`config.mk`:
```
export PLATFORM = sky130hd
export DESIGN_NAME = zigzag_varint_codec_core
export DESIGN_NICKNAME = d
export VERILOG_FILES = /design/src/sv/zvc_pkg.sv /design/src/sv/zigzag_varint_codec_core.sv /design/src/sv/zvc_front.sv /design/src/sv/zvc_queue.sv /design/src/sv/zvc_back.sv
export SDC_FILE = /design/constraint.sdc
export NUM_CORES = 1
export LEC_CHECK = 0
export ABC_CLOCK_PERIOD_IN_PS = 6100
export BUFFER_PORTS_ARGS = -buffer_cell sky130_fd_sc_hd__buf_2
export CAP_MARGIN = 10
export CORE_MARGIN = 2
export CORE_UTILIZATION = 30
export CTS_BUF_LIST = sky130_fd_sc_hd__clkbuf_8
export DETAILED_ROUTE_END_ITERATION = 8
export HOLD_SLACK_MARGIN = 0.12
export RECOVER_POWER = 100
export SYNTH_ARGS = -nofsm -noshare
export SYNTH_HDL_FRONTEND = slang
export SYNTH_HIERARCHICAL = 1
export SYNTH_SLANG_ARGS = --single-unit
```
`constraint.sdc`:
```
create_clock -name aclk -period 6.1 [get_ports aclk]
set_input_delay 0 -clock aclk [delete_from_list [all_inputs] [get_ports aclk]]
set_output_delay 0 -clock aclk [all_outputs]
set_load 0.01 [all_outputs]
```
`src/sv/zvc_pkg.sv`:
```
// types and constants shared by the varint codec modules
`timescale 1ns / 1ps
`default_nettype none
package zvc_pkg;

    typedef enum logic {
        OP_ENCODE = 1'b0,
        OP_DECODE = 1'b1
    } op_t;

    typedef enum logic {
        KIND_BYTE  = 1'b0,
        KIND_VALUE = 1'b1
    } kind_t;

    typedef enum logic {
        BK_IDLE   = 1'b0,
        BK_ENCODE = 1'b1
    } back_state_t;

    typedef struct packed {
        op_t         opcode;
        logic        use_zigzag;
        logic        wide;
        logic [63:0] value;
        logic [7:0]  in_byte;
    } in_t;

    typedef struct packed {
        kind_t       kind;
        logic [7:0]  out_byte;
        logic [63:0] out_value;
        logic        last;
    } out_t;

    // one classified word waiting for the back end
    typedef struct packed {
        op_t         opcode;
        logic        use_zigzag;
        logic        wide;
        logic [63:0] data;
    } entry_t;

    localparam int unsigned GROUP_BITS  = 7;
    localparam logic [3:0]  BYTES_NARROW = 4'd5;
    localparam logic [3:0]  BYTES_WIDE   = 4'd10;
    localparam logic [31:0] NARROW_MASK  = 32'hFFFF_FFFF;

endpackage
`default_nettype wire

```
`src/sv/zigzag_varint_codec_core.sv`:
```
// top level of the base-128 varint codec with zigzag mapping
//
//  channel | direction | handshake          | word
//  --------+-----------+--------------------+------------------------------------------
//  s_      | in        | s_valid / s_ready  | opcode, use_zigzag, wide, value, in_byte
//  m_      | out       | m_valid / m_ready  | kind, out_byte, out_value, last
//
// an encode word yields 1 to 10 output bytes, a decode word adds one input byte
// to its run; the back end's output register takes one result a cycle unless stalled
// a two-word queue lets the front accept while the back end is busy or stalled
// reset (aresetn low at a clock edge) empties the queue, clears the output
// register's valid and the decode accumulator, count and latched flags
// a stall on m_ready holds the result and, once the queue fills, drops s_ready
`timescale 1ns / 1ps
`default_nettype none
module zigzag_varint_codec_core (
    input  wire logic           aclk,
    input  wire logic           aresetn,
    input  wire logic           s_valid,
    output logic                s_ready,
    input  wire zvc_pkg::in_t   s_payload,
    output logic                m_valid,
    input  wire logic           m_ready,
    output zvc_pkg::out_t       m_payload
);

    // front to queue
    logic            q_push;
    zvc_pkg::entry_t q_entry;
    logic            q_full;

    // queue to back end
    logic            q_pop;
    logic            q_not_empty;
    zvc_pkg::entry_t q_head;

    // classify and map the incoming word
    zvc_front u_front (
        .s_valid   (s_valid),
        .s_ready   (s_ready),
        .s_payload (s_payload),
        .q_full    (q_full),
        .q_push    (q_push),
        .q_entry   (q_entry)
    );

    // decouples front from back
    zvc_queue u_queue (
        .aclk       (aclk),
        .aresetn    (aresetn),
        .push       (q_push),
        .push_entry (q_entry),
        .pop        (q_pop),
        .full       (q_full),
        .not_empty  (q_not_empty),
        .head       (q_head)
    );

    // byte emission and value accumulation
    zvc_back u_back (
        .aclk      (aclk),
        .aresetn   (aresetn),
        .q_valid   (q_not_empty),
        .q_head    (q_head),
        .q_pop     (q_pop),
        .m_valid   (m_valid),
        .m_ready   (m_ready),
        .m_payload (m_payload)
    );

    // a decoded value always closes its run
    assert property (@(posedge aclk) disable iff (!aresetn)
        m_valid && (m_payload.kind == zvc_pkg::KIND_VALUE) |-> m_payload.last)
        else $error("decoded value without last");

    // an encoded byte carries the continuation bit exactly when it is not last
    assert property (@(posedge aclk) disable iff (!aresetn)
        m_valid && (m_payload.kind == zvc_pkg::KIND_BYTE)
            |-> (m_payload.last == !m_payload.out_byte[7]))
        else $error("continuation bit disagrees with last");

    // never pop an empty queue
    assert property (@(posedge aclk) disable iff (!aresetn)
        q_pop |-> q_not_empty)
        else $error("pop from empty queue");

    // front stalls only when the queue holds words
    assert property (@(posedge aclk) disable iff (!aresetn)
        !s_ready |-> q_not_empty)
        else $error("input stalled with empty queue");

endmodule
`default_nettype wire

```
`src/sv/zvc_front.sv`:
```
// front end: accepts input words, masks and zigzag-maps encode values
`timescale 1ns / 1ps
`default_nettype none
module zvc_front (
    input  wire logic           s_valid,
    output logic                s_ready,
    input  wire zvc_pkg::in_t   s_payload,
    input  wire logic           q_full,
    output logic                q_push,
    output zvc_pkg::entry_t     q_entry
);

    logic [63:0] masked;
    logic        sign;
    logic [63:0] mapped;

    assign s_ready = !q_full;
    assign q_push  = s_valid && !q_full;

    always_comb begin
        masked = s_payload.wide ? s_payload.value
                                : {32'b0, s_payload.value[31:0] & zvc_pkg::NARROW_MASK};
        sign   = s_payload.wide ? masked[63] : masked[31];
        mapped = masked;
        if (s_payload.use_zigzag) begin
            mapped = (masked << 1) ^ {64{sign}};
            if (!s_payload.wide) begin
                mapped[63:32] = 32'b0;
            end
        end
        q_entry.opcode     = s_payload.opcode;
        q_entry.use_zigzag = s_payload.use_zigzag;
        q_entry.wide       = s_payload.wide;
        unique case (s_payload.opcode)
            zvc_pkg::OP_ENCODE: q_entry.data = mapped;
            zvc_pkg::OP_DECODE: q_entry.data = {56'b0, s_payload.in_byte};
            default:            q_entry.data = mapped;
        endcase
    end

endmodule
`default_nettype wire

```
`src/sv/zvc_queue.sv`:
```
// two-entry queue between front and back ends
`timescale 1ns / 1ps
`default_nettype none
module zvc_queue (
    input  wire logic            aclk,
    input  wire logic            aresetn,
    input  wire logic            push,
    input  wire zvc_pkg::entry_t push_entry,
    input  wire logic            pop,
    output logic                 full,
    output logic                 not_empty,
    output zvc_pkg::entry_t      head
);

    zvc_pkg::entry_t mem [2];
    logic       wr_ptr_reg, wr_ptr_next;
    logic       rd_ptr_reg, rd_ptr_next;
    logic [1:0] count_reg, count_next;

    assign full      = (count_reg == 2'd2);
    assign not_empty = (count_reg != 2'd0);
    assign head      = mem[rd_ptr_reg];

    always_comb begin
        wr_ptr_next = push ? !wr_ptr_reg : wr_ptr_reg;
        rd_ptr_next = pop ? !rd_ptr_reg : rd_ptr_reg;
        count_next  = count_reg;
        if (push && !pop) begin
            count_next = count_reg + 2'd1;
        end else if (pop && !push) begin
            count_next = count_reg - 2'd1;
        end
    end

    always_ff @(posedge aclk) begin
        if (!aresetn) begin
            wr_ptr_reg <= 1'b0;
            rd_ptr_reg <= 1'b0;
            count_reg  <= 2'd0;
        end else begin
            wr_ptr_reg <= wr_ptr_next;
            rd_ptr_reg <= rd_ptr_next;
            count_reg  <= count_next;
        end
    end

    always_ff @(posedge aclk) begin
        if (push) begin
            mem[wr_ptr_reg] <= push_entry;
        end
    end

endmodule
`default_nettype wire

```
`src/sv/zvc_back.sv`:
```
// back end: emits encoded bytes, accumulates decode bytes, output register
`timescale 1ns / 1ps
`default_nettype none
module zvc_back (
    input  wire logic            aclk,
    input  wire logic            aresetn,
    input  wire logic            q_valid,
    input  wire zvc_pkg::entry_t q_head,
    output logic                 q_pop,
    output logic                 m_valid,
    input  wire logic            m_ready,
    output zvc_pkg::out_t        m_payload
);

    zvc_pkg::back_state_t state_reg, state_next;
    logic          m_valid_reg, m_valid_next;
    zvc_pkg::out_t m_payload_reg, m_payload_next;
    logic [63:0]   enc_n_reg, enc_n_next;
    logic [63:0]   acc_reg, acc_next;
    logic [3:0]    bc_reg, bc_next;
    logic          lzz_reg, lzz_next;
    logic          lwide_reg, lwide_next;

    logic          can_load;
    logic [63:0]   enc_src;
    logic          enc_more;
    logic [7:0]    enc_byte;
    logic          zz_eff, wide_eff;
    logic [3:0]    limit, bc_eff, bc_inc;
    logic [6:0]    shift_amt;
    logic [63:0]   mask, acc_new, dec_v;
    logic          dec_done;

    assign m_valid   = m_valid_reg;
    assign m_payload = m_payload_reg;
    assign can_load  = !m_valid_reg || m_ready;

    // encode byte from either the queue head or the running shift register
    always_comb begin
        enc_src  = (state_reg == zvc_pkg::BK_ENCODE) ? enc_n_reg : q_head.data;
        enc_more = |enc_src[63:zvc_pkg::GROUP_BITS];
        enc_byte = enc_more ? {1'b1, enc_src[6:0]} : enc_src[7:0];
    end

    // decode datapath
    always_comb begin
        zz_eff    = (bc_reg == 4'd0) ? q_head.use_zigzag : lzz_reg;
        wide_eff  = (bc_reg == 4'd0) ? q_head.wide : lwide_reg;
        limit     = wide_eff ? zvc_pkg::BYTES_WIDE : zvc_pkg::BYTES_NARROW;
        mask      = wide_eff ? {64{1'b1}} : {32'b0, zvc_pkg::NARROW_MASK};
        bc_eff    = (bc_reg >= limit) ? (limit - 4'd1) : bc_reg;
        bc_inc    = bc_eff + 4'd1;
        shift_amt = {bc_eff, 3'b0} - {3'b0, bc_eff};
        acc_new   = (acc_reg | ({57'b0, q_head.data[6:0]} << shift_amt)) & mask;
        dec_done  = !(q_head.data[7] && (bc_inc < limit));
        dec_v     = acc_new;
        if (zz_eff) begin
            dec_v = ((acc_new >> 1) ^ {64{acc_new[0]}}) & mask;
            if (!wide_eff && dec_v[31]) begin
                dec_v[63:32] = 32'hFFFF_FFFF;
            end
        end
    end

    always_comb begin
        state_next     = state_reg;
        m_valid_next   = m_valid_reg && !m_ready;
        m_payload_next = m_payload_reg;
        enc_n_next     = enc_n_reg;
        acc_next       = acc_reg;
        bc_next        = bc_reg;
        lzz_next       = lzz_reg;
        lwide_next     = lwide_reg;
        q_pop          = 1'b0;
        unique case (state_reg)
            zvc_pkg::BK_IDLE: begin
                if (q_valid && can_load) begin
                    q_pop = 1'b1;
                    if (q_head.opcode == zvc_pkg::OP_ENCODE) begin
                        m_valid_next             = 1'b1;
                        m_payload_next.kind      = zvc_pkg::KIND_BYTE;
                        m_payload_next.out_byte  = enc_byte;
                        m_payload_next.out_value = 64'b0;
                        m_payload_next.last      = !enc_more;
                        enc_n_next               = enc_src >> zvc_pkg::GROUP_BITS;
                        if (enc_more) begin
                            state_next = zvc_pkg::BK_ENCODE;
                        end
                    end else begin
                        lzz_next   = zz_eff;
                        lwide_next = wide_eff;
                        if (dec_done) begin
                            m_valid_next             = 1'b1;
                            m_payload_next.kind      = zvc_pkg::KIND_VALUE;
                            m_payload_next.out_byte  = 8'b0;
                            m_payload_next.out_value = dec_v;
                            m_payload_next.last      = 1'b1;
                            acc_next                 = 64'b0;
                            bc_next                  = 4'd0;
                        end else begin
                            acc_next = acc_new;
                            bc_next  = bc_inc;
                        end
                    end
                end
            end
            zvc_pkg::BK_ENCODE: begin
                if (can_load) begin
                    m_valid_next             = 1'b1;
                    m_payload_next.kind      = zvc_pkg::KIND_BYTE;
                    m_payload_next.out_byte  = enc_byte;
                    m_payload_next.out_value = 64'b0;
                    m_payload_next.last      = !enc_more;
                    enc_n_next               = enc_src >> zvc_pkg::GROUP_BITS;
                    if (!enc_more) begin
                        state_next = zvc_pkg::BK_IDLE;
                    end
                end
            end
            default: state_next = zvc_pkg::BK_IDLE;
        endcase
    end

    always_ff @(posedge aclk) begin
        if (!aresetn) begin
            state_reg   <= zvc_pkg::BK_IDLE;
            m_valid_reg <= 1'b0;
            acc_reg     <= 64'b0;
            bc_reg      <= 4'd0;
            lzz_reg     <= 1'b0;
            lwide_reg   <= 1'b0;
        end else begin
            state_reg   <= state_next;
            m_valid_reg <= m_valid_next;
            acc_reg     <= acc_next;
            bc_reg      <= bc_next;
            lzz_reg     <= lzz_next;
            lwide_reg   <= lwide_next;
        end
    end

    always_ff @(posedge aclk) begin
        m_payload_reg <= m_payload_next;
        enc_n_reg     <= enc_n_next;
    end

endmodule
`default_nettype wire
```
==> results of run 1 <==
[worst register-to-register path: stages, from the launching register on]
cell and delay [ns]:
dfxtp_1 0.73, o21ai_0 0.50, a21oi_2 0.50, ha_1 0.39, or4b_1 0.53, o311a_1 0.36, or3_1 0.51, nor3_4 0.50
a21oi_1 0.34, buf_4 0.29, or4_1 0.51, nand3_1 0.11
[path summary, 6_finish.rpt]
kind,slack (ns),from,endpoint,cells after the start
worst max-delay path,0.67,u_back/bc_reg[3],u_back/m_payload[26],11
worst min-delay path,0.20,s_payload[34],u_queue/mem[1][26],4
worst max register to register,0.67,u_back/bc_reg[3],u_back/m_payload[26],11
worst min register to register,0.46,u_back/acc_reg[42],u_back/acc_reg[42],2
[power by group through the flow]
| stage | clock, mW | combinational [mW] | sequential (mW) |
|---|---|---|---|
| after global routing | 2.33 | 4.29 | 3.74 |
| after detailed placement | 0 | 4.03 | 3.69 |
| after floorplan | 0 | 2.62 | 3.78 |
| after global placement | 0 | 4.01 | 3.68 |
| after CTS | 2.22 | 4.12 | 3.65 |
| final | 2.16 | 3.98 | 3.67 |
[stage by stage]
| stage | util [%] | setup slack, ns | hold slack (ns) |
|---|---|---|---|
| 2_1_floorplan | - | 1.23 | 0.118 |
| 3_3_place_gp | 32.7 | 1.12 | 0.301 |
| 3_5_place_dp | 32.7 | 0.917 | 0.305 |
| 4_1_cts | 36.6 | 0.836 | 0.130 |
| 5_1_grt | 36.2 | 0.236 | 0.182 |
| 6_report | 36.2 | 0.670 | 0.195 |
[logic make-up after synthesis]
| family | count (synthesis) | share of synthesized area (%) |
|---|---|---|
| adders and majority gates | 6 | 0.420 |
| xor gates and xnor gates | 67 | 3.28 |
| and+or+nand+nor | 521 | 14.4 |
| buffers and inverters | 149 | 3.84 |
| muxes | 130 | 9.09 |
| AOI/OAI and AO/OA | 403 | 15.9 |
| DFF | 342 | 53.1 |
[timing repair]
| item | 4_1_cts | 5_1_grt |
|---|---|---|
| hold buffers | 107 | 0 |
| endpoints found under the hold margin | 199 | 0 |
| buffers inserted | 0 | 0 |
| gates resized for setup | 0 | 0 |
[cells in the mapped netlist (all sizes together), types with 11 or more instances]
master / n / share of area (%)
o31ai: 26 / 1.1
dfxtp: 77 / 8.6
a31oi: 12 / 0.42
xnor2: 64 / 3.1
nand2: 140 / 2.9
and2: 20 / 0.70
nor4: 19 / 0.70
a22oi: 26 / 1.1
a21boi: 28 / 1.2
a21o: 20 / 0.84
nor2: 96 / 2.0
o211ai: 13 / 0.55
nand2b: 16 / 0.56
inv: 23 / 0.48
a211oi: 60 / 2.5
clkbuf: 74 / 1.6
nand3: 97 / 2.7
o21ai: 53 / 1.5
nor2b: 27 / 0.94
a21oi: 74 / 2.1
o21a: 11 / 0.46
edfxtp: 265 / 44
mux2: 120 / 8.2
nand4: 13 / 0.45
buf: 52 / 1.8
or3: 38 / 1.3
nor3: 26 / 0.82
[layout make-up]
type	count	area share [%]
Sequential cell	342	44.5
Multi-Input combinational cell	1127	35.7
Timing Repair Buffer	294	9.31
Tap cell	773	4.53
Clock buffer	60	3.87
Clock inverter	47	1.76
Inverter	23	0.404
[routing by layer]
| layer | global-route usage (%) | up-vias |
|---|---|---|
| li1 | - | 6605 |
| met5 | 0 | - |
| met3 | 3.12 | 95 |
| met1 | 20.4 | 6827 |
| met2 | 27.8 | 507 |
| met4 | 5.81 | 2 |
==> flow_summary.ini, run 1 <==
[outcome]
outcome = complete, but fails checks
failed_checks = capacitance limit, slew limit

[synth]
async_flop_share_pct = 0
synth_warnings = 6
synth_seq_cells = 342
synthCells = 1618
ys_seq_area_share_pct = 53.1
synthesis.nets = 1703
synth_area_mm2 = 0.0179
synthDistinctLibCells = 82
syn_area_per_cell_um2 = 11.1
synth-edff-count = 265
ys.flop_type = edfxtp_1

[placed_design]
placed_cells = 2450
place.gp.congestion = 0.886
dp_hpwl_um = 33900
io_buffers = 154
placedInstanceArea_mm2 = 0.0193

[power_and_ir_drop]
power_mw = 9.81
p_sw_mw = 3.85
ir_drop_mv = 0.221
internal-power_mw = 5.95
power.leakage_nw = 7.40
swShare_pct = 39.3
pwr-share-clk_pct = 22.0
comb_power_share_pct = 40.6
seqPwrFrac_pct = 37.4
p_per_area_mw_per_mm2 = 459

[timing]
setup_violations = 0
period_share_pct = 89.0
fin_crit_ns = 5.43
final_hold_viol_count = 0
clock-skew-final_ns = 0.0457
fin_tns_setup_ns = 0
rsz0062_at_grt = no
slew_viol_final = 303
slew_headroom_pct = -166
fmax_mhz = 184
tightest_slew_ns = 3.99

[clocking]
clkTransAtPathRegs_ns = 0.07
clock-sinks = 342
clkLatencyLatePin_ns = 0.68
cts_made_buffers = 60
cts_buffer_depth = 3
root_buffer = clkbuf_8
h-tree-depth = 2
cts_tree = yes

[global_route]
grt_pass1_vias = 13718
antenna_found_initial = 1
grt_pass1_wl_um = 77800
gr-usage-all-layers_pct = 16.2
grt_start_max_net_pins = 73
grt-ovfl-total = 0

[critical_path]
cp_slowest_cell = dfxtp_1
slowest_delay_ns = 0.73
arrival_ns = 5.95
critPathRequiredTime_ns = 6.62
path_class = reg -> reg
start_kind = register
crit_path_max_fanout = 21
crit_path_end_kind = register
crit_family = simple AND/OR/NAND/NOR gates
cp.buffers_inverters = 1
worstPathCellList = o21ai_0 > a21oi_2 > ha_1 > or4b_1 > o311a_1 > or3_1 > nor3_4 > a21oi_1 > buf_4 > or4_1 > nand3_1

[layout]
stdcell_area_mm2 = 0.0214
area_growth_pct = 19.4
antenna_cells = 0
layout_commonest_cell = edfxtp_1
fillCellCount = 5902
seqCellArea_mm2 = 0.00950
instances_no_fill = 2666
final_cell_mix = edfxtp_1, nand2_1, dlygate4sd3_1, nand3_1, nor2_1
largest_register_ffs = 134
layout.nets = 1933
drive_gt1_share_pct = 14.7
multi_input_area_mm2 = 0.00762

[detailed_routing]
drt_iter0_markers = 1086
wl_met3_um = 3160
antenna_left = 0
drc = 0
drt_wl_total_um = 51000
dr.max_layer_used = met5
via_count = 14036
drtPass1Iterations = 5
wl_met1_um = 21700
drt-wirelength-per-cell_um = 19.1
viasPerCell = 5.26
wl_met2_um = 24700

[job]
max-cap-violations = 6

[floorplanning]
die_area_mm2 = 0.0616
rows = 89
io_pins = 155
fp.coreArea_mm2 = 0.0590
start_util_pct = 30.3
die_x_um = 248
fp.dieH_um = 248

[hold_path]
hp-class = in -> reg
Note: power is estimated with default switching activity, not from simulation.
==> run 2: changes to the inputs <==
--- a/config.mk
+++ b/config.mk
@@ -12,6 +12,7 @@
 export CORE_UTILIZATION = 30
 export CTS_BUF_LIST = sky130_fd_sc_hd__clkbuf_8
 export DETAILED_ROUTE_END_ITERATION = 8
+export GPL_TIMING_DRIVEN = 0
 export HOLD_SLACK_MARGIN = 0.12
 export RECOVER_POWER = 100
 export SYNTH_ARGS = -nofsm -noshare
==> run 2 against run 1 <==
The run still ends with capacitance limit, slew limit left. Worst hold slack improved by 0.0081 ns. Critical endpoint is now u_back/m_payload[35]. Critical path type unchanged. Design area grew 1.8%. Count of clock-buffer cells in the layout did not move. Largest cell class unchanged. Clock skew rose by 0.015 ns. Routed wire length grew 16%. Combinational power rose by 10%. Die area unchanged. Critical path depth rose by 3. Sequential cell count unchanged. Setup slack worse by 0.18 ns.
==> flow_summary.ini, run 2 (synthesized netlist as in run 1, its figures left out) <==
[global_route]
grt_pass1_wl_um = 88100
grt_start_max_net_pins = 55
grt-ovfl-total = 0
antenna_found_initial = 1
gr-usage-all-layers_pct = 18.8
grt_pass1_vias = 14605

[placed_design]
place_ws_ns = 0.809
dp_hpwl_um = 42500
place.gp.congestion = 0.969
io_buffers = 153
placedInstanceArea_mm2 = 0.0198

[critical_path]
path_class = reg -> reg
start_kind = register
arrival_ns = 6.00
critPathRequiredTime_ns = 6.48
crit_path_max_fanout = 10
crit_path_end_kind = register

[layout]
fillCellCount = 5922
drive_gt1_share_pct = 13.9
seqCellArea_mm2 = 0.00950
multi_input_area_mm2 = 0.00762
layout_commonest_cell = edfxtp_1
largest_register_ffs = 134
final_cell_mix = edfxtp_1, clkbuf_1, nand2_1, dlygate4sd3_1
area_growth_pct = 21.5
layout.nets = 2032
fin_util_pct = 36.8
stdcell_area_mm2 = 0.0217

[floorplanning]
fp.dieH_um = 248
rows = 89
die_area_mm2 = 0.0616
fp.coreArea_mm2 = 0.0590
start_util_pct = 30.3
io_pins = 155
die_x_um = 248

[detailed_routing]
drt_wl_total_um = 59300
drc = 0
drt-wirelength-per-cell_um = 21.4
antenna_left = 0
drt_iter0_markers = 1409
drtPass1Iterations = 7
viasPerCell = 5.36
via_count = 14852

[timing]
setup_violations = 0
clock-skew-final_ns = 0.0609
final_hold_viol_count = 0
slew_headroom_pct = -108
slew_viol_final = 169
setup_ws_ns = 0.485
fin_crit_ns = 5.61
period_share_pct = 92.0
fmax_mhz = 178
rsz0062_at_grt = no
tightest_slew_ns = 3.12

[power_and_ir_drop]
power.leakage_nw = 7.52
ir_drop_mv = 0.212
p_per_area_mw_per_mm2 = 467

[clocking]
post_cts_buffers = 0
clkLatencyLatePin_ns = 0.69
clock-sinks = 342
clkTransAtPathRegs_ns = 0.07
cts_resized = 0
ctsHoldBuffers = 107
cts_buffer_depth = 3
root_buffer = clkbuf_8
cts_tree = yes
cts_made_buffers = 59
h-tree-depth = 2

[job]
max-cap-violations = 5

[outcome]
outcome = complete, but fails checks
failed_checks = capacitance limit, slew limit

[hold_path]
hp-class = in -> reg
-- run 2: changes by cell type in the layout (fill, tap and decap cells not counted), moves of 3 or more --
| cell | delta |
|---|---|
| clkinv_1 | +5 |
| mux2_2 | -3 |
| buf_1 | +5 |
| buf_6 | +3 |
| buf_2 | +13 |
| clkbuf_4 | +3 |
| mux2_4 | +3 |
| clkbuf_1 | +94 |
| buf_4 | -16 |
-- run 2: metal layers --
metal	vias up	routed length (µm)	GRT usage (%)
li1	6799	-	-
met1	7210	24300	24.0
met2	726	28400	31.6
met3	117	4930	3.96
met4	0	1710	6.74
met5	-	0	0
-- run 2: stage by stage --
step | TNS [ns] | total power, mW | instances | hold WS, ns
2_1_floorplan | 0 | 6.40 | 1618 | 0.118
3_3_place_gp | -38.97 | 8.04 | 2544 | 0.323
3_5_place_dp | 0 | 8.12 | 2552 | 0.335
4_1_cts | 0 | 10.4 | 2770 | 0.157
5_1_grt | 0 | 10.7 | 2771 | 0.207
6_report | 0 | 10.2 | 2772 | 0.203
-- run 2: where the power goes --
| group | internal, mW | total [mW] | leakage, nW | switching [mW] |
|---|---|---|---|---|
| combinational | 1.37 | 4.38 | 3.68 | 3.02 |
| sequential | 3.43 | 3.62 | 3.18 | 0.184 |
| clock | 1.15 | 2.15 | 0.668 | 1.01 |
| total | 5.95 | 10.2 | 7.52 | 4.21 |
-- run 2: final timing paths --
| check | start | end | slack, ns | cells after the start |
|---|---|---|---|---|
| worst min register to register | u_back/acc_reg[59] | u_back/acc_reg[59] | 0.46 | 2 |
| worst min-delay path | s_payload[33] | u_queue/mem[1][25] | 0.20 | 4 |
| worst max register to register | u_back/bc_reg[3] | u_back/m_payload[35] | 0.49 | 14 |
| worst max-delay path | u_back/bc_reg[3] | u_back/m_payload[35] | 0.49 | 14 |
-- run 2: layout make-up --
class | count | area share [%]
flip-flops and latches | 342 | 43.7
multi-input cells | 1127 | 35.1
repair buffers | 268 | 8.28
well taps | 773 | 4.45
clock buffers | 60 | 3.80
plain buffers | 126 | 2.48
clock inverters | 51 | 1.82
inverters | 23 | 0.397
diodes | 2 | 0.0230
-- run 2: worst max-delay path, stage by stage, from the launching register on --
cell	delay [ns]
dfxtp_1	0.34
buf_2	0.22
o21ai_1	0.26
a21oi_2	0.45
inv_1	0.27
ha_1	0.25
clkbuf_1	0.23
nor3_1	0.76
nor3_1	0.30
and2_0	0.25
clkbuf_1	0.24
a21oi_2	0.61
clkbuf_1	0.65
nor3_1	0.15
a221o_1	0.30
